===== config.mk =====
export PLATFORM = sky130hd
export DESIGN_NAME = binary_to_decimal_digits_blanked_unit
export DESIGN_NICKNAME = d
export VERILOG_FILES = /design/src/design/b2d_pkg.sv /design/src/design/b2d_blank.sv /design/src/design/binary_to_decimal_digits_blanked_unit.sv
export SDC_FILE = /design/constraint.sdc
export NUM_CORES = 1
export LEC_CHECK = 0
export ABC_AREA = 1
export CORE_AREA = 5 5 238 240
export CTS_BUF_LIST = sky130_fd_sc_hd__clkbuf_4 sky130_fd_sc_hd__clkbuf_8
export DETAILED_ROUTE_END_ITERATION = 7
export DIE_AREA = 0 0 243 245
export DONT_BUFFER_PORTS = 1
export GPL_TIMING_DRIVEN = 0
export PLACE_DENSITY = 0.73
export SETUP_SLACK_MARGIN = 0.02
export SYNTH_ARGS = -nofsm -noshare
export SYNTH_HDL_FRONTEND = slang
export SYNTH_SLANG_ARGS = --single-unit

===== constraint.sdc =====
create_clock -name clock -period 19.1 [get_ports clock]
set_clock_uncertainty 0.15 [all_clocks]
set_input_delay 1.91 -clock clock [delete_from_list [all_inputs] [get_ports clock]]
set_output_delay 1.91 -clock clock [all_outputs]
set_load 0.01 [all_outputs]

===== src/design/b2d_pkg.sv =====
// shared types, constants and constant functions for the binary to decimal digit unit
package b2d_pkg;

   // code shown in place of a suppressed leading zero
   localparam logic [7:0] BLANK_CODE = 8'hFF;

   // decimal positions handled by the subtract stages: 10^9 down to 10^1
   localparam int unsigned STAGES = 9;

   // widest compare: nine times 10^9 needs 34 bits, keep some margin
   localparam int unsigned MULT_W = 36;

   // digits collected along the pipe, index is the power of ten
   typedef logic [9:1][3:0] digits_type;

   // one result item as it leaves the output register
   typedef struct packed {
      logic [7:0] e8;
      logic [7:0] e7;
      logic [7:0] e6;
      logic [7:0] e5;
      logic [7:0] e4;
      logic [7:0] e3;
      logic [7:0] e2;
      logic [7:0] e1;
      logic [3:0] e0;
   } result_type;

   // multiples 0..9 of 10^pos, evaluated at elaboration
   function automatic logic [9:0][MULT_W-1:0] multiples(input int unsigned pos);
      logic [MULT_W-1:0] p;
      logic [9:0][MULT_W-1:0] m;
      p = MULT_W'(1);
      for (int unsigned i = 0; i < pos; i++) begin
         p = p * MULT_W'(10);
      end
      for (int unsigned c = 0; c < 10; c++) begin
         m[c] = p * MULT_W'(c);
      end
      return m;
   endfunction

endpackage


===== src/design/b2d_blank.sv =====
// output stage: folds the top two digits, blanks leading zeros, holds the result item
module b2d_blank (
   input  logic                   clock,
   input  logic                   reset,
   input  logic                   advance,
   input  logic                   in_valid,
   input  b2d_pkg::digits_type    in_digits,
   input  logic [3:0]             in_ones,
   output logic                   out_valid,
   output b2d_pkg::result_type    out_result
);

   logic                out_valid_ff;
   b2d_pkg::result_type out_result_ff;
   b2d_pkg::result_type result_in;

   always_comb begin
      logic [8:1][7:0] vals;
      logic            lead;
      // hundred-millions field is the full quotient by 10^8, up to 42
      vals[8] = 8'({in_digits[9], 3'b000}) + 8'({in_digits[9], 1'b0}) + 8'(in_digits[8]);
      for (int k = 7; k >= 1; k--) begin
         vals[k] = {4'b0000, in_digits[k]};
      end
      lead = 1'b1;
      for (int k = 8; k >= 1; k--) begin
         if (lead && vals[k] == 8'd0) begin
            vals[k] = b2d_pkg::BLANK_CODE;
         end else begin
            lead = 1'b0;
         end
      end
      result_in.e8 = vals[8];
      result_in.e7 = vals[7];
      result_in.e6 = vals[6];
      result_in.e5 = vals[5];
      result_in.e4 = vals[4];
      result_in.e3 = vals[3];
      result_in.e2 = vals[2];
      result_in.e1 = vals[1];
      result_in.e0 = in_ones;
   end

   always_ff @(posedge clock) begin
      if (reset) begin
         out_valid_ff <= 1'b0;
      end else if (advance) begin
         out_valid_ff <= in_valid;
      end
   end

   always_ff @(posedge clock) begin
      if (advance) begin
         out_result_ff <= result_in;
      end
   end

   assign out_valid  = out_valid_ff;
   assign out_result = out_result_ff;

endmodule


===== src/design/binary_to_decimal_digits_blanked_unit.sv =====
// top level: pipelined 32-bit binary to blanked decimal digit converter
//
// usage
//   req channel takes one item per cycle: a 32-bit unsigned value, accepted
//   at a rising edge with req_valid high and req_stall low
//   rsp channel gives one item per accepted value, in order: nine digit
//   fields, most significant first, accepted with rsp_valid high and
//   rsp_stall low
//   rsp_digit_e8 is the whole quotient by 10^8 (0..42); leading zero fields
//   down to rsp_digit_e1 read 8'hFF, rsp_digit_e0 is never blanked
// timing
//   from acceptance to rsp_valid an item passes nine compare and
//   subtract stages, one per power of ten from 10^9 to 10^1, then the
//   blanking and output register
//   throughput is one item per cycle when not stalled; each stage holds one
//   compare bank against nine constant multiples and one 32-bit subtract
// reset and stall
//   synchronous reset clears every stage valid bit; payload is not reset
//   the whole pipe moves on one shared advance: it freezes only while a
//   result sits in the output register and the receiver stalls, so req_stall
//   follows rsp_stall in that case and no item is lost or repeated
module binary_to_decimal_digits_blanked_unit (
   input  logic        clock,
   input  logic        reset,
   input  logic        req_valid,
   output logic        req_stall,
   input  logic [31:0] req_value,
   output logic        rsp_valid,
   input  logic        rsp_stall,
   output logic [7:0]  rsp_digit_e8,
   output logic [7:0]  rsp_digit_e7,
   output logic [7:0]  rsp_digit_e6,
   output logic [7:0]  rsp_digit_e5,
   output logic [7:0]  rsp_digit_e4,
   output logic [7:0]  rsp_digit_e3,
   output logic [7:0]  rsp_digit_e2,
   output logic [7:0]  rsp_digit_e1,
   output logic [3:0]  rsp_digit_e0
);

   localparam int unsigned Stages = b2d_pkg::STAGES;
   localparam int unsigned MultW  = b2d_pkg::MULT_W;

   // pipe moves whenever the output register is empty or being taken
   logic advance;

   // per stage registers, stage i has resolved the digit of 10^(9-i)
   logic                valid_ff  [Stages];
   logic [31:0]         rest_ff   [Stages];
   b2d_pkg::digits_type digits_ff [Stages];

   b2d_pkg::result_type result;

   assign advance   = !rsp_valid || !rsp_stall;
   assign req_stall = !advance;

   for (genvar i = 0; i < Stages; i++) begin : g_stage
      localparam int unsigned Pos = Stages - i;
      localparam logic [9:0][MultW-1:0] Mult = b2d_pkg::multiples(Pos);

      logic                valid_src;
      logic [31:0]         rest_src;
      b2d_pkg::digits_type digits_src;
      logic                valid_in;
      logic [31:0]         rest_in;
      b2d_pkg::digits_type digits_in;

      if (i == 0) begin : g_first
         // first stage reads the input port directly
         assign valid_src  = req_valid;
         assign rest_src   = req_value;
         assign digits_src = '0;
      end else begin : g_next
         assign valid_src  = valid_ff[i-1];
         assign rest_src   = rest_ff[i-1];
         assign digits_src = digits_ff[i-1];
      end

      // remainder is below ten times 10^Pos here (the digit is at most 4 for the top stage),
      // so the digit is the largest multiple not above it
      always_comb begin
         logic [3:0]       digit;
         logic [MultW-1:0] sub;
         digit = 4'd0;
         sub   = '0;
         for (int c = 1; c < 10; c++) begin
            if ({{(MultW-32){1'b0}}, rest_src} >= Mult[c]) begin
               digit = 4'(c);
               sub   = Mult[c];
            end
         end
         valid_in       = valid_src;
         rest_in        = rest_src - sub[31:0];
         digits_in      = digits_src;
         digits_in[Pos] = digit;
      end

      always_ff @(posedge clock) begin
         if (reset) begin
            valid_ff[i] <= 1'b0;
         end else if (advance) begin
            valid_ff[i] <= valid_in;
         end
      end

      always_ff @(posedge clock) begin
         if (advance) begin
            rest_ff[i]   <= rest_in;
            digits_ff[i] <= digits_in;
         end
      end
   end

   // after the last stage the remainder is the ones digit
   b2d_blank u_blank (
      .clock      (clock),
      .reset      (reset),
      .advance    (advance),
      .in_valid   (valid_ff[Stages-1]),
      .in_digits  (digits_ff[Stages-1]),
      .in_ones    (rest_ff[Stages-1][3:0]),
      .out_valid  (rsp_valid),
      .out_result (result)
   );

   assign rsp_digit_e8 = result.e8;
   assign rsp_digit_e7 = result.e7;
   assign rsp_digit_e6 = result.e6;
   assign rsp_digit_e5 = result.e5;
   assign rsp_digit_e4 = result.e4;
   assign rsp_digit_e3 = result.e3;
   assign rsp_digit_e2 = result.e2;
   assign rsp_digit_e1 = result.e1;
   assign rsp_digit_e0 = result.e0;

   // ones digit is always a real decimal digit
   a_ones_digit : assert property (@(posedge clock) disable iff (reset)
      rsp_valid |-> rsp_digit_e0 <= 4'd9)
      else $error("ones digit out of range");

   // a blanked tens field means every higher field is blanked too
   a_blank_run : assert property (@(posedge clock) disable iff (reset)
      (rsp_valid && rsp_digit_e1 == b2d_pkg::BLANK_CODE) |->
         (rsp_digit_e2 == b2d_pkg::BLANK_CODE && rsp_digit_e3 == b2d_pkg::BLANK_CODE &&
          rsp_digit_e4 == b2d_pkg::BLANK_CODE && rsp_digit_e5 == b2d_pkg::BLANK_CODE &&
          rsp_digit_e6 == b2d_pkg::BLANK_CODE && rsp_digit_e7 == b2d_pkg::BLANK_CODE &&
          rsp_digit_e8 == b2d_pkg::BLANK_CODE))
      else $error("blanking not contiguous from the top");

   // top field is either blank or a quotient no larger than 42
   a_top_range : assert property (@(posedge clock) disable iff (reset)
      rsp_valid |-> (rsp_digit_e8 == b2d_pkg::BLANK_CODE || rsp_digit_e8 <= 8'd42))
      else $error("top quotient out of range");

   // pipe holds still while the output is stalled
   a_stall_hold : assert property (@(posedge clock) disable iff (reset)
      (rsp_valid && rsp_stall) |=> $stable(valid_ff[0]) && $stable(rest_ff[0]))
      else $error("pipe moved during output stall");

endmodule


### After elaboration in Yosys (flattened, before gate mapping)

Memory sizes are Yosys's and may differ from the RTL's. A register that Yosys moved wholly into a read port is not among the register bits.
Index checks and enable logic that the tools add are counted.

| storage, ports and cells | value |
|---|---|
| register bits | 64 |
| bits in writable memories | 621 |
| input port bits | 36 |
| logic and storage cells | 314 |
| memories kept | 3 |

| operators by class | value |
|---|---|
| $add $sub $neg | 11 |
| order comparisons | 76 |
| multiplexer cells | 181 |
| bitwise logic cells | 9 |
| reduce and logical (&&, ||, !) cells | 19 |

Memories:

| name | words | width | rd ports | clocked after memory_dff | write ports | RTL line | source |
|---|---|---|---|---|---|---|---|
| digits_ff | 9 | 36 | 9 | 0 | 9 | binary_to_decimal_digits_blanked_unit.sv:50 | `b2d_pkg::digits_type digits_ff [Stages];` |
| rest_ff | 9 | 32 | 9 | 1 | 9 | binary_to_decimal_digits_blanked_unit.sv:49 | `logic [31:0] rest_ff [Stages];` |
| valid_ff | 9 | 1 | 9 | 1 | 9 | binary_to_decimal_digits_blanked_unit.sv:48 | `logic valid_ff [Stages];` |

Operators with widths:

| cell | number |
|---|---|
| 2-to-1 mux 32 bit | 67 |
| subtractor 32 bit | 9 |
| 2-to-1 mux 4 bit | 68 |
| >= comparator 32 x 10 -> 1 bit, second input constant | 5 |
| >= comparator 32 x 20 -> 1 bit, second input constant | 5 |
| >= comparator 32 x 30 -> 1 bit, second input constant | 5 |
| >= comparator 32 x 13 -> 1 bit, second input constant | 4 |
| >= comparator 32 x 17 -> 1 bit, second input constant | 4 |
| >= comparator 32 x 23 -> 1 bit, second input constant | 4 |
| >= comparator 32 x 27 -> 1 bit, second input constant | 4 |
| >= comparator 32 x 7 -> 1 bit, second input constant | 4 |
| >= comparator 32 x 16 -> 1 bit, second input constant | 3 |
| >= comparator 32 x 19 -> 1 bit, second input constant | 3 |
| >= comparator 32 x 26 -> 1 bit, second input constant | 3 |
| >= comparator 32 x 29 -> 1 bit, second input constant | 3 |
| >= comparator 32 x 6 -> 1 bit, second input constant | 3 |
| >= comparator 32 x 9 -> 1 bit, second input constant | 3 |
| >= comparator 32 x 12 -> 1 bit, second input constant | 2 |
| >= comparator 32 x 14 -> 1 bit, second input constant | 2 |
| >= comparator 32 x 15 -> 1 bit, second input constant | 2 |
| >= comparator 32 x 22 -> 1 bit, second input constant | 2 |
| >= comparator 32 x 24 -> 1 bit, second input constant | 2 |
| >= comparator 32 x 25 -> 1 bit, second input constant | 2 |
| >= comparator 32 bit, second input constant | 2 |
| other kinds (26) | 85 |

### Depth between registers and ports, before layout

An unclocked memory read counts as a cell.

| depth | value |
|---|---|
| depth after elaboration | 19 |
| depth in mapped cells | 29 |
| depth with buffers taken out | 29 |

### Hierarchy

A second synthesis with hierarchy kept.

| second synthesis, totals | value |
|---|---|
| cell total of the unflattened synthesis | 3335 |
| area, all modules | 29743.5 µm² |

Modules (own cells, without submodules):

| module | times used | cells an instance | area each (µm²) | sequential area each (µm²) |
|---|---|---|---|---|
| binary_to_decimal_digits_blanked_unit | 1 | 3132 | 27335.0 | 13212.7 |
| b2d_blank | 1 | 203 | 2408.6 | 1431.4 |

### Least setup slack after synthesis

OpenSTA, ideal clock, no wires.

| path | value |
|---|---|
| path type | input-to-output |
| from | in rsp_stall |
| to | out req_stall |
| data arrival time | 13.156 ns |
| required time | 17.040 ns |
| slack | 3.884 ns |
| cell stages on the path | 2 |
| path buffers | 0 |
| cells stage by stage | nand2_1 inv_1 |

| between the ends | value |
|---|---|
| word-level cells in the longest chain between the ends | 3 |

Ends and longest elaborated chain:

| element | RTL line | source |
|---|---|---|
| start, declared | binary_to_decimal_digits_blanked_unit.sv:29 | `input logic rsp_stall,` |
| logical NOT 1 bit | binary_to_decimal_digits_blanked_unit.sv:54 | `assign advance = !rsp_valid \|\| !rsp_stall;` |
| logical OR 1 bit | binary_to_decimal_digits_blanked_unit.sv:54 |  |
| logical NOT 1 bit | binary_to_decimal_digits_blanked_unit.sv:55 | `assign req_stall = !advance;` |
| end, declared | binary_to_decimal_digits_blanked_unit.sv:26 | `output logic req_stall,` |

No other way between the ends.

==> key figures <==
Status
  – Status: completed

Setup path
  – CP Launch Type: input port
  – WS Path Type: in -> reg
  – R2R cell count: 21
  – Worst Path Arrival: 5.05 ns
  – Slowest stage cell, crit path: fa_1
  – Crit-path max FO: 6
  – R2R Path End: rest_ff[4][25]$_DFFE_PN_
  – Critical path's largest stage delay: approximately 0.40 ns
  – RR Startpoint: rest_ff[3][14]$_DFFE_PN_
  – Most frequent CP cell: o21ai_1
  – Crit path cell chain: inv_1, nor2_1, nand2_1, nor4_1, nand3_1, nand3_1, inv_2, o21ai_1, inv_1, ha_1, fa_1, nand3b_1, nand2_1, a21boi_1, o21ai_1, a21oi_1, o21ai_1, xor2_1
  – Setup crit end kind: flop
  – Setup slack, reg-to-reg: ~15 ns
  – CP required: slightly below 20 ns

Floorplanning
  – Number of core rows: 86
  – DIE WIDTH: 243 um
  – Starting Density: between 50% and 60%
  – Area of the die: slightly below 60000 sq um
  – Core Region: 54400 sq um
  – # IOs: 106
  – Die height: about 250 um

Layout
  – Share of post-route cells with drive strength above 1: under 10%
  – Nets: 3525
  – Post-route cell area: approximately 32000 sq um
  – Fin cells: slightly above 4000
  – Synth-to-layout area growth: 9.45%
  – Commonest non-fill, non-tap cell in the layout: nand2_1
  – Most frequent cells in the layout: nand2_1 (685), edfxtp_1 (487), inv_1 (373)
  – Final core utilization: between 50% and 60%

Clocking
  – CTS Hold Bufs: 0
  – Reg clk slew, reported paths: about 0.070 ns
  – Post-CTS sizing: 0
  – Clock buffer count from CTS: 83
  – Root buf cell: clkbuf_8
  – CTS tree: done
  – Bufs on Longest Clock Path: 3
  – Clock Latency Late Sink: roughly 0.67 ns
  – Htree depth: 3
  – CTS sink cnt: 488
  – Setup Fix Bufs, Post-CTS: 0

Min path
  – Hold Crit Start: digits_ff[0][241]$_DFFE_PN_
  – WHS Endpoint: digits_ff[0][277]$_DFFE_PN_
  – Hold Crit Class: reg -> reg
  – Min-Delay Path Depth: 0

Synth
  – Synthesized area per cell: between 9 and 10 sq um
  – Yosys synthesis warning count: 0
  – Mapped Area: a little under 30000 sq um
  – Primary FF master, synth: edfxtp_1
  – Synth async-reset ratio: 0%
  – Mapped Nets: approximately 3400
  – EDFF count, synth: ~490
  – Number of synthesized register bits: between 400 and 500
  – Register area share after synthesis: ~50%
  – Synth Instances: between 3000 and 4000
  – Post-synthesis cell type count: a little under 70

Global routing
  – Antenna violations before repair: 1
  – First-pass GRT wire length: 102 mm
  – Vias in the first global route: ~21000
  – GRT Residual Overflow: 0
  – Largest net degree at the start of global routing: slightly above 70
  – GRT Total Usage: between 20 and 25%

Drt
  – DRT antenna net count: 0
  – Routed via count: approximately 22000
  – Vias per inst: ~5.3
  – Wire length per cell: 15.0 um
  – Residual DRC: 0
  – Initial DRT Pass Iterations: 7
  – Total wire length: between 60 and 70 mm
  – Initial DRC Count: 1277

STA
  – Worst setup margin: between 10 and 15 ns
  – Min cycle time layout: approximately 4.8 ns
  – Slew Limit Fails: 0
  – Worst Tran Pin Value: roughly 0.8 ns
  – Fin crit share: between 20% and 30%
  – Maximum clock rate: approximately 0.21 GHz
  – Setup TNS: 0 ns
  – Final hold slack: ~0.25 ns
  – Worst rel slew slack: a little under half
  – RSZ-0062 raised after global routing: false
  – Final setup violation count: 0
  – Fin. Hold Viols: 0

Placed design
  – Number of buffers added on ports: 0
  – Placer Congestion: about 0.95
  – DP Worst Slack: 13.67 ns
  – Hpwl dp: between 40 and 50 mm
  – Cell Area, Placed: ~30000 sq um
  – DP Cell Count: slightly below 4000

Power and ir drop
  – Max VDD drop: about 110 uV
  – Sequential Power Share: a little over two fifths
  – Psw: about 1.8 mW
  – Leakage: between 10 and 15 nW
  – PD cells: 139 nW/um^2
  – Int Power: approximately 2.7 mW
  – Final Total Pwr: between 4 and 5 mW
  – Clock network power share: a little over a fifth
  – Sw frac: 39.8%
  – Gate power share: a little under two fifths

Run
  – Max-cap check violation count: 0
-- layer usage --
| layer | global-route usage (%) | up-vias | wire length (um) |
|---|---|---|---|
| met1 | 26.2 | 10019 | 27400 |
| met5 | 0 | - | 0 |
| met4 | 6.68 | 0 | 1710 |
| met3 | 4.07 | 124 | 2950 |
| li1 | - | 11297 | - |
| met2 | 35.2 | 502 | 29700 |
-- power groups by stage --
stage / combinational, mW / clock (mW) / sequential (mW)
after floorplan: 1.31 / 0 / 1.78
after global placement: 1.63 / 0 / 1.88
after detailed placement: 1.64 / 0 / 1.88
after CTS: 1.65 / 0.981 / 1.86
after global routing: 1.89 / 1.03 / 1.90
final: 1.66 / 0.948 / 1.87
-- cell type report --
type                       instances  area (sq um)
tap                              704           881
sequential                       488         14600
fill                            4742         22300
timing repair buffer               8           213
inverter                         428          1610
clock buffer                     101          1280
antenna                            1          2.50
clock inverter                    41           394
multi-input combinational       2309         12900
buffer                            28           193
-- worst max path at each step --
stage | from | endpoint | slack, ns | cells past startpoint
after floorplan | rsp_stall | req_stall | 3.88 | 2
after global placement | rsp_stall | valid_ff[7]$_DFFE_PP_ | -0.76 | 3
after detailed placement | req_value[25] | rest_ff[0][27]$_DFFE_PN_ | 13.67 | 18
after CTS | req_value[25] | rest_ff[0][27]$_DFFE_PN_ | 14.41 | 18
after global routing | req_value[25] | rest_ff[0][27]$_DFFE_PN_ | 14.12 | 18
final | req_value[25] | rest_ff[0][25]$_DFFE_PN_ | 14.31 | 18
-- worst max-delay path: cells and delay by family --
family | cells | cell delay (ns)
fa+ha+maj | 2 | 0.63
compound gates | 5 | 1.07
xor+xnor | 1 | 0.10
simple gates | 7 | 1.14
buf+inv | 3 | 0.22
-- registers in the layout (all words and copies together), names as in the netlist --
signal              flops
u_blank.out_result     47
digits_ff             171
valid_ff                9
rest_ff               260
u_blank.out_valid       1
-- cell usage after synthesis, types with 19 or more instances --
cell / n / area (sq um)
o21ai_0: 101 / 505
a21oi_1: 215 / 1080
inv_1: 373 / 1400
xnor2_1: 70 / 613
inv_2: 49 / 184
nor4_1: 21 / 131
o21ai_1: 40 / 200
ha_1: 132 / 1650
xor2_1: 122 / 1070
nor2_1: 371 / 1390
nor2_2: 27 / 169
a31oi_1: 19 / 119
nor3_1: 72 / 360
buf_4: 22 / 165
nand3_1: 180 / 901
nand2_1: 686 / 2570
edfxtp_1: 487 / 14600
nand4_1: 55 / 344
-- cell families (layout without fill, tap and decap cells) --
kind of cell | Yosys count | in the layout | share of synthesized area [%]
buffers and inverters | 456 | 606 | 6.15
adder cells (fa/ha/maj) | 143 | 143 | 6.37
other | 0 | 1 | 0
AND/OR/NAND/NOR | 1496 | 1496 | 22.3
XOR/XNOR | 192 | 192 | 5.72
AO/OA/AOI/OAI | 478 | 478 | 9.57
flip-flops | 488 | 488 | 49.8
Power figures use the tool's default switching activity.
